`src/cftp_pkg.sv`:
```
// Shared widths, constants and pipeline payload types of the circumcircle block.
`default_nettype none
package cftp_pkg;

  localparam int COORD_WIDTH   = 16;
  localparam int IN_FRAC_BITS  = 4;
  localparam int OUT_FRAC_BITS = 8;
  localparam int OUT_W         = 32;
  localparam int THR_W         = 32;

  // front end: differences, products, e/f/det, numerators
  localparam int DIFF_W  = COORD_WIDTH + 1;
  localparam int PROD_W  = 2 * DIFF_W;
  localparam int EF_W    = PROD_W + 1;
  localparam int NUM_W   = DIFF_W + EF_W + 1;
  localparam int NMAG_W  = 3 * COORD_WIDTH + 1;
  localparam int ADET_W  = 2 * COORD_WIDTH + 2;

  // divider: quotient keeps one bit beyond the guard fraction bits
  localparam int GUARD     = OUT_FRAC_BITS + IN_FRAC_BITS;
  localparam int QS        = GUARD + 1;
  localparam int DIVD_W    = NMAG_W + QS;
  localparam int DEN_W     = ADET_W + IN_FRAC_BITS + 1;
  localparam int DIV_CELLS = DIVD_W;
  localparam int CXM_W     = DIVD_W - IN_FRAC_BITS;

  // radius: distance limit, squares and square root
  localparam int DLIM       = OUT_W + IN_FRAC_BITS;
  localparam int DIFF2_W    = DLIM + 4;
  localparam int HALF_W     = DLIM / 2;
  localparam int PP_W       = 2 * HALF_W;
  localparam int SQ_W       = 2 * DLIM;
  localparam int RADICAND_W = SQ_W + 2;
  localparam int ROOT_W     = RADICAND_W / 2;
  localparam int SREM_W     = ROOT_W + 1;
  localparam int SQRT_CELLS = ROOT_W;
  localparam int RAD_W      = ROOT_W + 1 - IN_FRAC_BITS;

  typedef logic signed [COORD_WIDTH-1:0] coord_t;

  typedef struct packed {
    logic [DEN_W-1:0]  rem;
    logic [DIVD_W-1:0] num;
  } div_lane_t;

  typedef struct packed {
    logic   coll;
    logic   neg_x;
    logic   neg_y;
    coord_t x1;
    coord_t y1;
  } div_side_t;

  typedef struct packed {
    div_lane_t        lane_x;
    div_lane_t        lane_y;
    logic [DEN_W-1:0] den;
    div_side_t        side;
  } div_data_t;

  typedef struct packed {
    logic             coll;
    logic             sat_c;
    logic             big;
    logic [OUT_W-1:0] cx;
    logic [OUT_W-1:0] cy;
  } sqrt_side_t;

  typedef struct packed {
    logic [SREM_W-1:0]     rem;
    logic [ROOT_W-1:0]     root;
    logic [RADICAND_W-1:0] rad;
    sqrt_side_t            side;
  } sqrt_data_t;

endpackage
`default_nettype wire

```
`src/cftp_sqrt_cell.sv`:
```
// One square-root cell: one root bit per cycle while adv is high, from two radicand bits.
`default_nettype none
module cftp_sqrt_cell (
  input  wire logic                  clk,
  input  wire logic                  rst_n,
  input  wire logic                  adv,
  input  wire logic                  in_valid,
  input  wire cftp_pkg::sqrt_data_t  in_data,
  output logic                       out_valid,
  output cftp_pkg::sqrt_data_t       out_data
);
  import cftp_pkg::*;

  logic       valid_r;
  sqrt_data_t data_r;
  sqrt_data_t data_nxt;
  logic [SREM_W+1:0] t;
  logic [SREM_W+1:0] trial;
  logic              ge;

  always_comb begin
    t        = {in_data.rem, in_data.rad[RADICAND_W-1:RADICAND_W-2]};
    trial    = (SREM_W+2)'({in_data.root, 2'b01});
    ge       = t >= trial;
    data_nxt = in_data;
    data_nxt.rem  = ge ? SREM_W'(t - trial) : t[SREM_W-1:0];
    data_nxt.root = {in_data.root[ROOT_W-2:0], ge};
    data_nxt.rad  = {in_data.rad[RADICAND_W-3:0], 2'b00};
  end

  always_ff @(posedge clk) begin
    if (!rst_n) begin
      valid_r <= 1'b0;
    end else if (adv) begin
      valid_r <= in_valid;
    end
  end

  always_ff @(posedge clk) begin
    if (adv) begin
      data_r <= data_nxt;
    end
  end

  assign out_valid = valid_r;
  assign out_data  = data_r;

endmodule
`default_nettype wire

```
`config.mk`:
```
export PLATFORM = sky130hd
export DESIGN_NAME = cftp_sqrt_cell
export DESIGN_NICKNAME = d
export VERILOG_FILES = /design/src/cftp_pkg.sv /design/src/cftp_sqrt_cell.sv
export SDC_FILE = /design/constraint.sdc
export NUM_CORES = 1
export LEC_CHECK = 0
export ABC_CLOCK_PERIOD_IN_PS = 2800
export BUFFER_PORTS_ARGS = -buffer_cell sky130_fd_sc_hd__buf_2
export CAP_MARGIN = 20
export CORE_ASPECT_RATIO = 1.25
export CORE_MARGIN = 1.5
export CORE_UTILIZATION = 30
export CTS_CLUSTER_SIZE = 20
export DETAILED_ROUTE_END_ITERATION = 10
export PLACE_DENSITY = 0.63
export SLEW_MARGIN = 20
export SYNTH_ARGS = -nofsm -noshare
export SYNTH_HDL_FRONTEND = slang
export SYNTH_SLANG_ARGS = --single-unit
```
`constraint.sdc`:
```
create_clock -name clk -period 2.8 [get_ports clk]
set_clock_uncertainty 0.15 [all_clocks]
set_input_delay 0 -clock clk [delete_from_list [all_inputs] [get_ports clk]]
set_output_delay 0 -clock clk [all_outputs]
set_load 0.03 [all_outputs]
```
==> impl_results.md <==
* Die ar. at 0.0327 mm^2
* Total track usage at 20.7%
* Main combinational cell family by area after synthesis: compound AO/OA/AOI/OAI gates
* Via count at 8,328
* Total CTS buffers at 24
* Total Power at 0.00970 W
* Critical path's slowest cell: dlygate4sd3_1
* Worst Hold Class: primary input to flop
* Xor and xnor fraction of the mapped netlist area at 2.68%
* Layout cells sized above 1 at 43.5%
* Die H at 202 um
* Yosys warnings at 0
* Asr flop ratio synth at 0%
* Pwr Density at 615 mW/mm^2
* Mapped cell area at 0.00948 mm^2
* Final Hold Vio Count at 0
* Top_reg_cell synth: edfxtp_1
* PnR worst setup slack at 0.0857 ns
* F_max at 368 MHz
* Max_slew headroom at 64.2%
* Compound-gate portion of the synthesized area at 10.9%
* Detail Route Antenna Nets at 0
* Dpl cell area at 0.0125 mm^2
* Number of global-route vias before repair at 8,588
* CTS tree: yes
* Post-synthesis adder-cell area fraction at 5.15%
* Residual DRC at 0
* PortBufs at 434
* Setup-failing EPs final at 0
* Switching Share at 30.2%
* Final Instance Area at 0.0158 mm^2
* Combinational share of power at 25.7%
* Sequential area share after synthesis at 68.0%
* Multiplexer share of the synthesized area at 3.75%
* Max stage delay on crit path at 0.56 ns
* Post-DR wirelength/cell at 19.7 um
* Pre-Repair DR Iteration Count at 4
* First-pass GRT wire length at 50,600 um
* DP HPWL at 25,300 um
* IO Pins at 437
* Lkg Pwr at 6.88 nW
* Data arrival time of the critical path at 2.84 ns
* Yosys cell types at 63
* Largest net degree at the start of global routing at 61
* Area Growth Syn to Fin at 66.5%
* Mapped Cells at 645
* Synth Area in Simple Gates at 6.19%
* Max-Cap Viols at 0
* Die width at 162 um
* Power Internal at 0.00678 W
* Initial antenna violation count at 4
* Filler cell count at 2,697
* NetSw at 0.00293 W
* H-tree depth at 1
* Routed wire length at 35,300 um
* Std-Cell Rows at 72
* Number of synthesized flops with an enable pin at 214
* Dpl ws at -0.129 ns
* Crit path kind: primary input to flop
* Status: complete, no violations
* CTS max path bufs at 3
* Startpoint Class: primary input
* Clock Power Share at 33.2%
* Via density at 4.64
* Clock transition at path regs at 0.06 ns
* Layout Nets at 1,630
* Clock latency at the later pin of the worst-skew pair at 0.53 ns
* Remaining global-route overflow at 0
* Critical path peak fanout at 8
* Clock net sink count at 215
* Sequential Area at 0.00645 mm^2
* Min cycle time layout at 2.71 ns
* Multi-input gate area at 0.00288 mm^2
* Setup TNS at 0 ns
* Syn Area/Cell at 14.7 um^2
* WHS at 0.0142 ns
* CTS Root Cell: clkbuf_16
* WP data required at 2.92 ns
* GP Congestion at 0.854
* Starting Density at 30.6%
* CP Capture Type: flop
* Worst vdd ir at 0.000501 V
* Critical path, cell by cell: dlygate4sd3_1 > buf_2 > ha_1 > a21o_1 > a21oi_2 > inv_1 > a21oi_1 > o211ai_1 > nor3_4 > or2_4 > clkbuf_16 > mux2_2
* Seq cells post-synth at 215
* Reg power frac at 41.1%
* Core ar. at 0.0310 mm^2
* Fin crit share at 96.9%
* Drt first-iter violations at 625
* Slew Viols, Final at 0
* Worst-Margin Slew at 0.537 ns
timing repair:
item | 4_1_cts | 5_1_grt
setup endpoints to repair | 0 | 30
hold buffers | 222 | 2
resized for setup | 0 | 28
endpoints found under the hold margin | 269 | 2
buffers inserted | 0 | 3
critical path: cells and delay by family:
family | cells | cell delay [ns]
multiplexers | 1 | 0.34
adder cells (fa/ha/maj) | 1 | 0.28
AND/OR/NAND/NOR | 2 | 0.47
buffers and inverters | 4 | 1.01
AO/OA/AOI/OAI | 4 | 0.74
cell families after synthesis:
logic type | after synthesis
other cells | 1
buf+inv | 68
compound gates | 151
simple gates | 110
mux | 32
flops | 215
xor+xnor | 29
fa+ha+maj | 39
registers in the layout (all words and copies together), names as in the netlist:
name,count
out_data,214
out_valid,1
layer usage:
metal	vias to the layer above	share of wire, %	track usage (%)
met3	63	8.8	6.35
met5	-	0.065	0
met2	354	51	37.0
met1	4002	37	23.0
li1	3905	-	-
met4	4	2.9	6.98
layout by cell type (no fill, tap or decap), drive strengths merged, types with 15 or more instances in the layout:
cell	synthesis	routed
inv	46	48
mux2	28	28
nand3	15	15
a21o	23	23
nand2	21	21
nor2	24	24
o21ai	39	39
edfxtp	214	214
ha	39	39
a21oi	36	36
xnor2	18	18
dlygate4sd3	0	224
buf	15	495
clkbuf	7	27
Yosys cell counts, types with 6 or more instances:
master    number  area [um^2]
edfxtp_1     214         6430
inv_1         46          173
ha_1          39          488
a21oi_1       31          155
mux2_2        28          315
o21ai_0       27          135
nor2_1        24         90.1
a21o_1        23          173
nand2_1       21         78.8
xnor2_1       18          158
nand3_1       14         70.1
o21a_1        11         82.6
o21ai_1       11         55.1
xor2_1        11         96.3
nor3_1         9         45.0
clkbuf_1       7         26.3
a211oi_1       6         45.0
buf_2          6         30.0
nand4_1        6         37.5
layout make-up:
type | instances | share of cell area [%]
Sequential cell | 215 | 40.8
Inverter | 46 | 1.09
Timing Repair Buffer | 721 | 31.6
Clock inverter | 16 | 1.18
Multi-Input combinational cell | 363 | 18.2
Tap cell | 407 | 3.23
Clock buffer | 25 | 3.83
Antenna cell | 2 | 0.0317
worst paths after layout:
path              depth (start not counted)                      end                    from  slack (ns)
hold / removal                            5  out_data[207]$_DFFE_PP_            in_data[205]        0.01
setup / recovery                         12  out_data[191]$_DFFE_PP_            in_data[209]        0.09
hold reg to reg                           3   out_valid$_SDFFE_PN0P_  out_valid$_SDFFE_PN0P_        0.93
setup reg to reg                          3   out_valid$_SDFFE_PN0P_  out_valid$_SDFFE_PN0P_        1.48
per-stage QoR:
step	cells	utilization, %
floorplan	646	-
detailed placement	1522	40.3
CTS	1785	50.0
finish	1795	50.9
global route	1794	50.9
global placement	1522	40.3
power groups by stage:
| stage | Combinational, W | Clock, W | Sequential [W] |
|---|---|---|---|
| after CTS | 0.00241 | 0.00331 | 0.00399 |
| final | 0.00249 | 0.00323 | 0.00399 |
| after global placement | 0.00212 | 0 | 0.00404 |
| after global routing | 0.00265 | 0.00343 | 0.00401 |
| after floorplan | 0.000666 | 0 | 0.00469 |
| after detailed placement | 0.00214 | 0 | 0.00405 |
Power figures use the tool's default switching activity.
