`config.mk`:
```
export PLATFORM = sky130hd
export DESIGN_NAME = cftp_div_cell
export DESIGN_NICKNAME = d
export VERILOG_FILES = /design/src/cftp_pkg.sv /design/src/cftp_div_cell.sv
export SDC_FILE = /design/constraint.sdc
export NUM_CORES = 1
export LEC_CHECK = 0
export ABC_AREA = 1
export BUFFER_PORTS_ARGS = -buffer_cell sky130_fd_sc_hd__buf_2
export CORE_UTILIZATION = 30
export CTS_CLUSTER_SIZE = 12
export DETAILED_ROUTE_END_ITERATION = 12
export GPL_TIMING_DRIVEN = 0
export HOLD_SLACK_MARGIN = 0.06
export RECOVER_POWER = 25
export SLEW_MARGIN = 40
export SYNTH_ARGS = -nofsm -noshare
export SYNTH_HDL_FRONTEND = slang
export SYNTH_SLANG_ARGS = --single-unit
```
`constraint.sdc`:
```
create_clock -name clk -period 2.2 [get_ports clk]
set_input_delay 0.22 -clock clk [delete_from_list [all_inputs] [get_ports clk]]
set_output_delay 0.22 -clock clk [all_outputs]
set_load 0.005 [all_outputs]
```
`src/cftp_pkg.sv`:
```
// Shared widths, constants and pipeline payload types of the circumcircle block.
`default_nettype none
package cftp_pkg;

  localparam int COORD_WIDTH   = 16;
  localparam int IN_FRAC_BITS  = 4;
  localparam int OUT_FRAC_BITS = 8;
  localparam int OUT_W         = 32;
  localparam int THR_W         = 32;

  // front end: differences, products, e/f/det, numerators
  localparam int DIFF_W  = COORD_WIDTH + 1;
  localparam int PROD_W  = 2 * DIFF_W;
  localparam int EF_W    = PROD_W + 1;
  localparam int NUM_W   = DIFF_W + EF_W + 1;
  localparam int NMAG_W  = 3 * COORD_WIDTH + 1;
  localparam int ADET_W  = 2 * COORD_WIDTH + 2;

  // divider: quotient keeps one bit beyond the guard fraction bits
  localparam int GUARD     = OUT_FRAC_BITS + IN_FRAC_BITS;
  localparam int QS        = GUARD + 1;
  localparam int DIVD_W    = NMAG_W + QS;
  localparam int DEN_W     = ADET_W + IN_FRAC_BITS + 1;
  localparam int DIV_CELLS = DIVD_W;
  localparam int CXM_W     = DIVD_W - IN_FRAC_BITS;

  // radius: distance limit, squares and square root
  localparam int DLIM       = OUT_W + IN_FRAC_BITS;
  localparam int DIFF2_W    = DLIM + 4;
  localparam int HALF_W     = DLIM / 2;
  localparam int PP_W       = 2 * HALF_W;
  localparam int SQ_W       = 2 * DLIM;
  localparam int RADICAND_W = SQ_W + 2;
  localparam int ROOT_W     = RADICAND_W / 2;
  localparam int SREM_W     = ROOT_W + 1;
  localparam int SQRT_CELLS = ROOT_W;
  localparam int RAD_W      = ROOT_W + 1 - IN_FRAC_BITS;

  typedef logic signed [COORD_WIDTH-1:0] coord_t;

  typedef struct packed {
    logic [DEN_W-1:0]  rem;
    logic [DIVD_W-1:0] num;
  } div_lane_t;

  typedef struct packed {
    logic   coll;
    logic   neg_x;
    logic   neg_y;
    coord_t x1;
    coord_t y1;
  } div_side_t;

  typedef struct packed {
    div_lane_t        lane_x;
    div_lane_t        lane_y;
    logic [DEN_W-1:0] den;
    div_side_t        side;
  } div_data_t;

  typedef struct packed {
    logic             coll;
    logic             sat_c;
    logic             big;
    logic [OUT_W-1:0] cx;
    logic [OUT_W-1:0] cy;
  } sqrt_side_t;

  typedef struct packed {
    logic [SREM_W-1:0]     rem;
    logic [ROOT_W-1:0]     root;
    logic [RADICAND_W-1:0] rad;
    sqrt_side_t            side;
  } sqrt_data_t;

endpackage
`default_nettype wire

```
`src/cftp_div_cell.sv`:
```
// One restoring-division cell: one quotient bit per cycle while adv is high, for the x and y lanes.
`default_nettype none
module cftp_div_cell (
  input  wire logic                 clk,
  input  wire logic                 rst_n,
  input  wire logic                 adv,
  input  wire logic                 in_valid,
  input  wire cftp_pkg::div_data_t  in_data,
  output logic                      out_valid,
  output cftp_pkg::div_data_t       out_data
);
  import cftp_pkg::*;

  logic      valid_r;
  div_data_t data_r;
  div_data_t data_nxt;

  function automatic div_lane_t div_step(div_lane_t l, logic [DEN_W-1:0] den);
    logic [DEN_W:0] t;
    logic           ge;
    div_lane_t      r;
    t     = {l.rem, l.num[DIVD_W-1]};
    ge    = t >= {1'b0, den};
    r.rem = ge ? DEN_W'(t - {1'b0, den}) : t[DEN_W-1:0];
    r.num = {l.num[DIVD_W-2:0], ge};
    return r;
  endfunction

  always_comb begin
    data_nxt        = in_data;
    data_nxt.lane_x = div_step(in_data.lane_x, in_data.den);
    data_nxt.lane_y = div_step(in_data.lane_y, in_data.den);
  end

  always_ff @(posedge clk) begin
    if (!rst_n) begin
      valid_r <= 1'b0;
    end else if (adv) begin
      valid_r <= in_valid;
    end
  end

  always_ff @(posedge clk) begin
    if (adv) begin
      data_r <= data_nxt;
    end
  end

  assign out_valid = valid_r;
  assign out_data  = data_r;

endmodule
`default_nettype wire

```
==> results.md, run 1 <==
- Hold Vio Cnt, Final: 0
- Syn_area_per_cell: 8.581 sq um
- Post-Place Cell Area: 19,590 sq um
- Placed insts: 3,086
- Max Slew Vio Count: 0
- H-tree depth: 2
- CP required: 2610 ps
- Port-buffer cells: 556
- Psw: 4.798 mW
- Setup-failing EPs final: 0
- Largest net degree at the start of global routing: 77
- DP HPWL: 55,630 um
- Initial Utilization: 30.63%
- First-pass iteration count of the detailed router: 7
- GRT Util Overall: 24.96%
- Startpoint Class: input port
- Fmax achieved: 0.4776 GHz
- CP endpoint kind: flop
- # rows: 83
- Final Power: 16.00 mW
- Num ports: 557
- Slew HR: 70.12%
- Final Non-Filler Cells: 3,402
- Final Cell Area: 23,350 sq um
- P_leak: 11.53 nW
- Min cycle time layout: 2094 ps
- Synth warnings: 0
- Routability Congestion: 0.9491
- Worst setup path category: input port to flop
- Nets: 3,054
- Crit path from: in_data[44]
- PwrDens: 685.3 nW/um^2
- Via/cell ratio: 4.575
- Hold path start: in_data[253]
- CTS tree: built
- Seq/Total Area, Yosys: 52.45%
- Finished Core Util: 45.14%
- DR DRC count: 0
- Clock power frac: 34.9%
- Die ar.: 53,720 sq um
- Clock sink count: 277
- RSZ-0062 raised after global routing: no
- Final WL: 68,940 um
- Outcome: finished clean
- Max clock buf depth: 3
- Sequential power share: 41.3%
- Max_cap viols: 0
- Filler Cells Inserted: 5,116
- Reg2Reg Launch Point: out_valid
- Most common cell after layout, fill and taps aside: nand2_1
- Layout area overhead: 47.39%
- Vias: 15,563
- First-pass GRT wire length: 97,340 um
- Root Buffer: clkbuf_16
- Hold Path Class: input port to flop
- Internal: 11.20 mW
- Critical Path AT: 2500 ps
- Die height: 231.8 um
- WL/cell: 20.26 um
- Cell area after synthesis: 15,840 sq um
- Fraction of layout cells with a size suffix above 1: 24.32%
- Top fanout value on the critical path: 10
- Sw Share: 29.99%
- Max IR drop VDD: 0.4631 mV
- Flops & latches, synth: 277
- Multi-input gate area: 6153 sq um
- Worst Tran Pin Value: 448.2 ps
- Grt ovf: 0
- Synth unique cells: 34
- Reg area: 8308 sq um
- Setup total negative slack: 0 ps
- Post-Syn Nets: 2,206
- Most frequent cells in the layout: 616 x nand2_1, 523 x buf_2, 362 x inv_1
- Clk_skew: 0 ps
- Die W: 231.8 um
- Initial antenna violation count: 6
- Core area: 51,720 sq um
- Drt initial violations: 834
- Skew-Pair Late Insertion Delay: 540 ps
- ANT nets after route: 0
- Clock-pin slew on the worst setup and hold paths: 60 ps
- Syn Inst Count: 1,846
- Num CTS Buffers: 35
- Number of global-route vias before repair: 15,673
- Fin crit share: 95.18%
- Comb power frac: 23.9%
-- Yosys cell counts, drive strengths merged --
cell | instances | share of area, %
nand2 | 634 | 15
inv | 365 | 8.6
edfxtp | 276 | 52
nor2 | 150 | 4.1
nand3 | 88 | 2.9
ha | 78 | 6.2
o21ai | 59 | 1.9
a21oi | 53 | 1.7
xor2 | 40 | 2.2
nand4 | 36 | 1.5
buf | 14 | 0.92
nor3 | 12 | 0.51
nand3b | 10 | 0.47
o21bai | 8 | 0.38
clkbuf | 6 | 0.14
and2 | 4 | 0.16
or2 | 4 | 0.16
a21boi | 2 | 0.095
fa | 2 | 0.25
nor4 | 2 | 0.079
xnor2 | 2 | 0.11
dfxtp | 1 | 0.13
-- area by class of cell --
cell class	instances	area share, %
sequential	277	35.59
multi-input combinational	1184	26.36
timing repair buffer	812	23.11
inverter	365	5.868
clock buffer	42	3.864
tap	680	3.644
clock inverter	19	0.8039
buffer	19	0.7182
antenna	4	0.04287
-- per-layer routing --
layer	global-route usage, %	part of all wire [%]	vias up
met5	0	0.019	-
met4	11.29	4.5	2
met3	3.794	5.1	122
met2	46.04	51	553
met1	28.06	39	7279
li1	-	-	7607
-- logic make-up (layout without fill, tap and decap cells) --
family / count (synthesis) / in the layout / share of synthesized area [%]
AO/OA/AOI/OAI: 122 / 122 / 4.060
XOR/XNOR: 42 / 42 / 2.322
adder cells (fa/ha/maj): 80 / 80 / 6.414
buffers and inverters: 385 / 1257 / 9.708
flip-flops: 277 / 277 / 52.45
other: 0 / 4 / 0
AND/OR/NAND/NOR: 940 / 940 / 25.05
-- flip-flops by register name, indices dropped and copies added, names as in the netlist --
signal     count
out_data     276
out_valid      1
-- path summary, 6_finish.rpt --
path | cells past startpoint | endpoint | slack, ps
min | 3 | out_data[254] | 80
max | 13 | out_data[268] | 110
max reg2reg | 3 | out_valid | 1010
min reg2reg | 3 | out_valid | 1100
-- critical path: stages --
cell and delay, ps:
buf_2 100, inv_1 110, ha_1 380, nand2_1 150, nor2_4 150, nand2_2 140, nor3_4 290, nand3_4 170
nand4_4 160, buf_6 160, buf_6 190, nand3_1 140, nand2_1 110
-- power by group through the flow --
stage	Clock (mW)	Combinational (mW)	Sequential, mW
after CTS	5.72	3.82	6.61
after detailed placement	0	3.40	6.71
after global placement	0	3.37	6.75
after floorplan	0	1.60	6.77
final	5.58	3.82	6.61
after global routing	5.92	4.19	6.65
-- what timing repair did --
action / 4_1_cts / 5_1_grt
hold buffers: 250 / 0
endpoints found under the hold margin: 270 / 0
resized for setup: 17 / 11
pin swaps: 4 / 3
cloned: 0 / 1
buffers inserted: 1 / 0
setup endpoints to repair: 67 / 55
-- metrics by stage --
stage               setup slack, ps  hold slack, ps
detailed placement           -952.5           398.4
finish                        106.0           79.63
global placement              -3221           398.8
floorplan                     121.5           313.5
CTS                           6.667           65.81
global route                  1.536           87.92
No activity file was read; power rests on OpenSTA's default activity.
==> run 2: changes to the inputs <==
==> constraint.sdc (replaced) <==
create_clock -name clk -period 2.2 [get_ports clk]
set_input_delay 0.33 -clock clk [delete_from_list [all_inputs] [get_ports clk]]
set_output_delay 0.33 -clock clk [all_outputs]
set_load 0.005 [all_outputs]
==> results.md, run 2 (synthesis gave the netlist of run 1 again) <==
- Largest net degree at the start of global routing: 77 (unchanged)
- First-pass GRT wire length: 96,170 um (-1.2%)
- ANT nets after route: 0 (unchanged)
- Finished Core Util: 44.50% (-0.65 points)
- WL/cell: 20.36 um (+0.46%)
- Reg2Reg Launch Point: out_valid
- DP HPWL: 55,630 um (unchanged)
- Port-buffer cells: 556 (unchanged)
- Worst setup path category: input port to flop
- Layout area overhead: 45.28%
- Slew HR: 23.23% (-47 points)
- Worst hold path stage count: 1 (-2)
- Most common cell after layout, fill and taps aside: nand2_1
- Max clock buf depth: 3 (unchanged)
- Most frequent cells in the layout: 613 x nand2_1, 536 x buf_2, 355 x inv_1
- Max Slew Vio Count: 0 (unchanged)
- Core area: 51,720 sq um (unchanged)
- Final WL: 68,280 um (-0.95%)
- WHS Endpoint: out_data[36]
- Post-Place Cell Area: 19,590 sq um (unchanged)
- Min Hold Slack: 95.89 ps (+16.26 ps)
- Hold Path Class: input port to flop
- Fmax achieved: 0.4671 GHz (-2.2%)
- Final Cell Area: 23,010 sq um (-1.4%)
- Min cycle time layout: 2141 ps (+46.74 ps)
- First-pass iteration count of the detailed router: 5 (-2)
- Routability Congestion: 0.9491 (unchanged)
- Startpoint Class: input port
- Via/cell ratio: 4.594 (+0.43%)
- Drt initial violations: 844 (+1.2%)
- Number of global-route vias before repair: 15,386 (-1.8%)
- PwrDens: 693.9 nW/um^2 (+1.3%)
- Max_cap viols: 0 (unchanged)
- Vias: 15,409 (-0.99%)
- H-tree depth: 2 (unchanged)
- # rows: 83 (unchanged)
- Hold path start: in_data[36]
- CTS tree: built
- Initial Utilization: 30.63% (unchanged)
- Fin crit share: 97.31% (+2.1 points)
- Flip-flop count of the largest register after layout: 276 (unchanged)
- Hold Vio Cnt, Final: 0 (unchanged)
- FF-to-FF setup slack: 1550 ps (+540 ps)
- Dpl ws: -1063 ps (-110.0 ps)
- Initial antenna violation count: 6 (unchanged)
- Num CTS Buffers: 35 (unchanged)
- DR DRC count: 0 (unchanged)
- Outcome: finished clean
- R2R depth: 2 (-1)
- Clock-pin slew on the worst setup and hold paths: 60 ps (about the same)
- Max IR drop VDD: 0.4620 mV (-0.23%)
- Nets: 3,007 (-1.5%)
- Clk_skew: 0 ps (unchanged)
- Top fanout value on the critical path: 10 (unchanged)
- Skew-Pair Late Insertion Delay: 540 ps (about the same)
- Die height: 231.8 um (unchanged)
- Grt ovf: 0 (unchanged)
- R2R Path End: out_valid
- Worst Tran Pin Value: 1151 ps (+703.3 ps)
- Die ar.: 53,720 sq um (unchanged)
- Final worst slack: 59.25 ps (-46.74 ps)
- Crit path from: in_data[43]
- Clock sink count: 277 (unchanged)
- Fraction of layout cells with a size suffix above 1: 26.58% (+2.3 points)
- Root Buffer: clkbuf_16
- Num ports: 557 (unchanged)
- CP endpoint kind: flop
- CP required: 2610 ps (about the same)
- Critical Path AT: 2550 ps (+50 ps)
- GRT Util Overall: 24.69% (-0.27 points)
- Final Power: 15.97 mW (-0.20%)
- Setup-failing EPs final: 0 (unchanged)
- P_leak: 11.36 nW (-1.5%)
- Die W: 231.8 um (unchanged)
run 2: cell types whose count changed in the layout (fill, tap and decap cells not counted), moves of 3 or more:
cell           before  now
a21oi_2             2    5
nand2_1           616  613
a21oi_1            51   46
buf_4               2    7
dlygate4sd3_1     250  196
ha_4                7   12
ha_1               70   61
ha_2                1    5
buf_2             523  536
nand2_2            18   21
inv_1             362  355
inv_2               3    9
clkbuf_1           44   32
run 2: final cells by class:
cell class	instances	area (sq um)
tap	680	850.8
multi-input combinational	1184	6306
sequential	277	8308
timing repair buffer	764	4886
clock inverter	19	187.7
inverter	365	1374
fill	5130	28710
clock buffer	42	902.1
buffer	20	190.2
antenna	3	7.507
run 2: where the power goes:
part           leakage (nW)  total [mW]  switching (mW)  internal, mW
Sequential             2.71        6.61           0.155          6.45
Combinational          8.13        3.79            2.26          1.53
Clock                 0.515        5.57            2.38          3.19
Total                  11.4        16.0            4.79          11.2
run 2: through the flow:
stage / setup TNS (ps) / instances
2_1_floorplan: 0 / 1846
3_3_place_gp: -923260 / 3082
3_5_place_dp: -61400 / 3086
4_1_cts: 0 / 3345
5_1_grt: -26.10 / 3354
6_report: 0 / 3354
run 2: critical path: stages:
cell and delay, ps:
buf_2 90, inv_1 100, ha_1 370, nand2_1 150, nor2_4 150, nand2_2 140
nor3_4 290, nand3_4 150, nand4_4 170, buf_8 160, buf_8 170, nand3_1 140
nand2_1 110
run 2: worst max-delay path by stage:
stage / to
after global placement: out_valid
after CTS: out_data[155]
after floorplan: out_data[136]
after detailed placement: out_data[152]
after global routing: out_data[165]
final: out_data[268]
run 2: repair_timing:
| item | CTS | global route |
|---|---|---|
| gates cloned | 0 | 1 |
| resized for setup | 24 | 43 |
| pin swaps | 5 | 8 |
| setup buffers | 3 | 4 |
| hold buffers | 195 | 1 |
| endpoints found under the setup margin | 79 | 74 |
| endpoints found under the hold margin | 195 | 1 |
run 2: metal layers:
| metal | global-route usage (%) | wire, um |
|---|---|---|
| met3 | 3.843 | 3318 |
| met5 | 0 | 31 |
| met2 | 45.35 | 35030 |
| met4 | 11.51 | 3180 |
| met1 | 27.74 | 26720 |
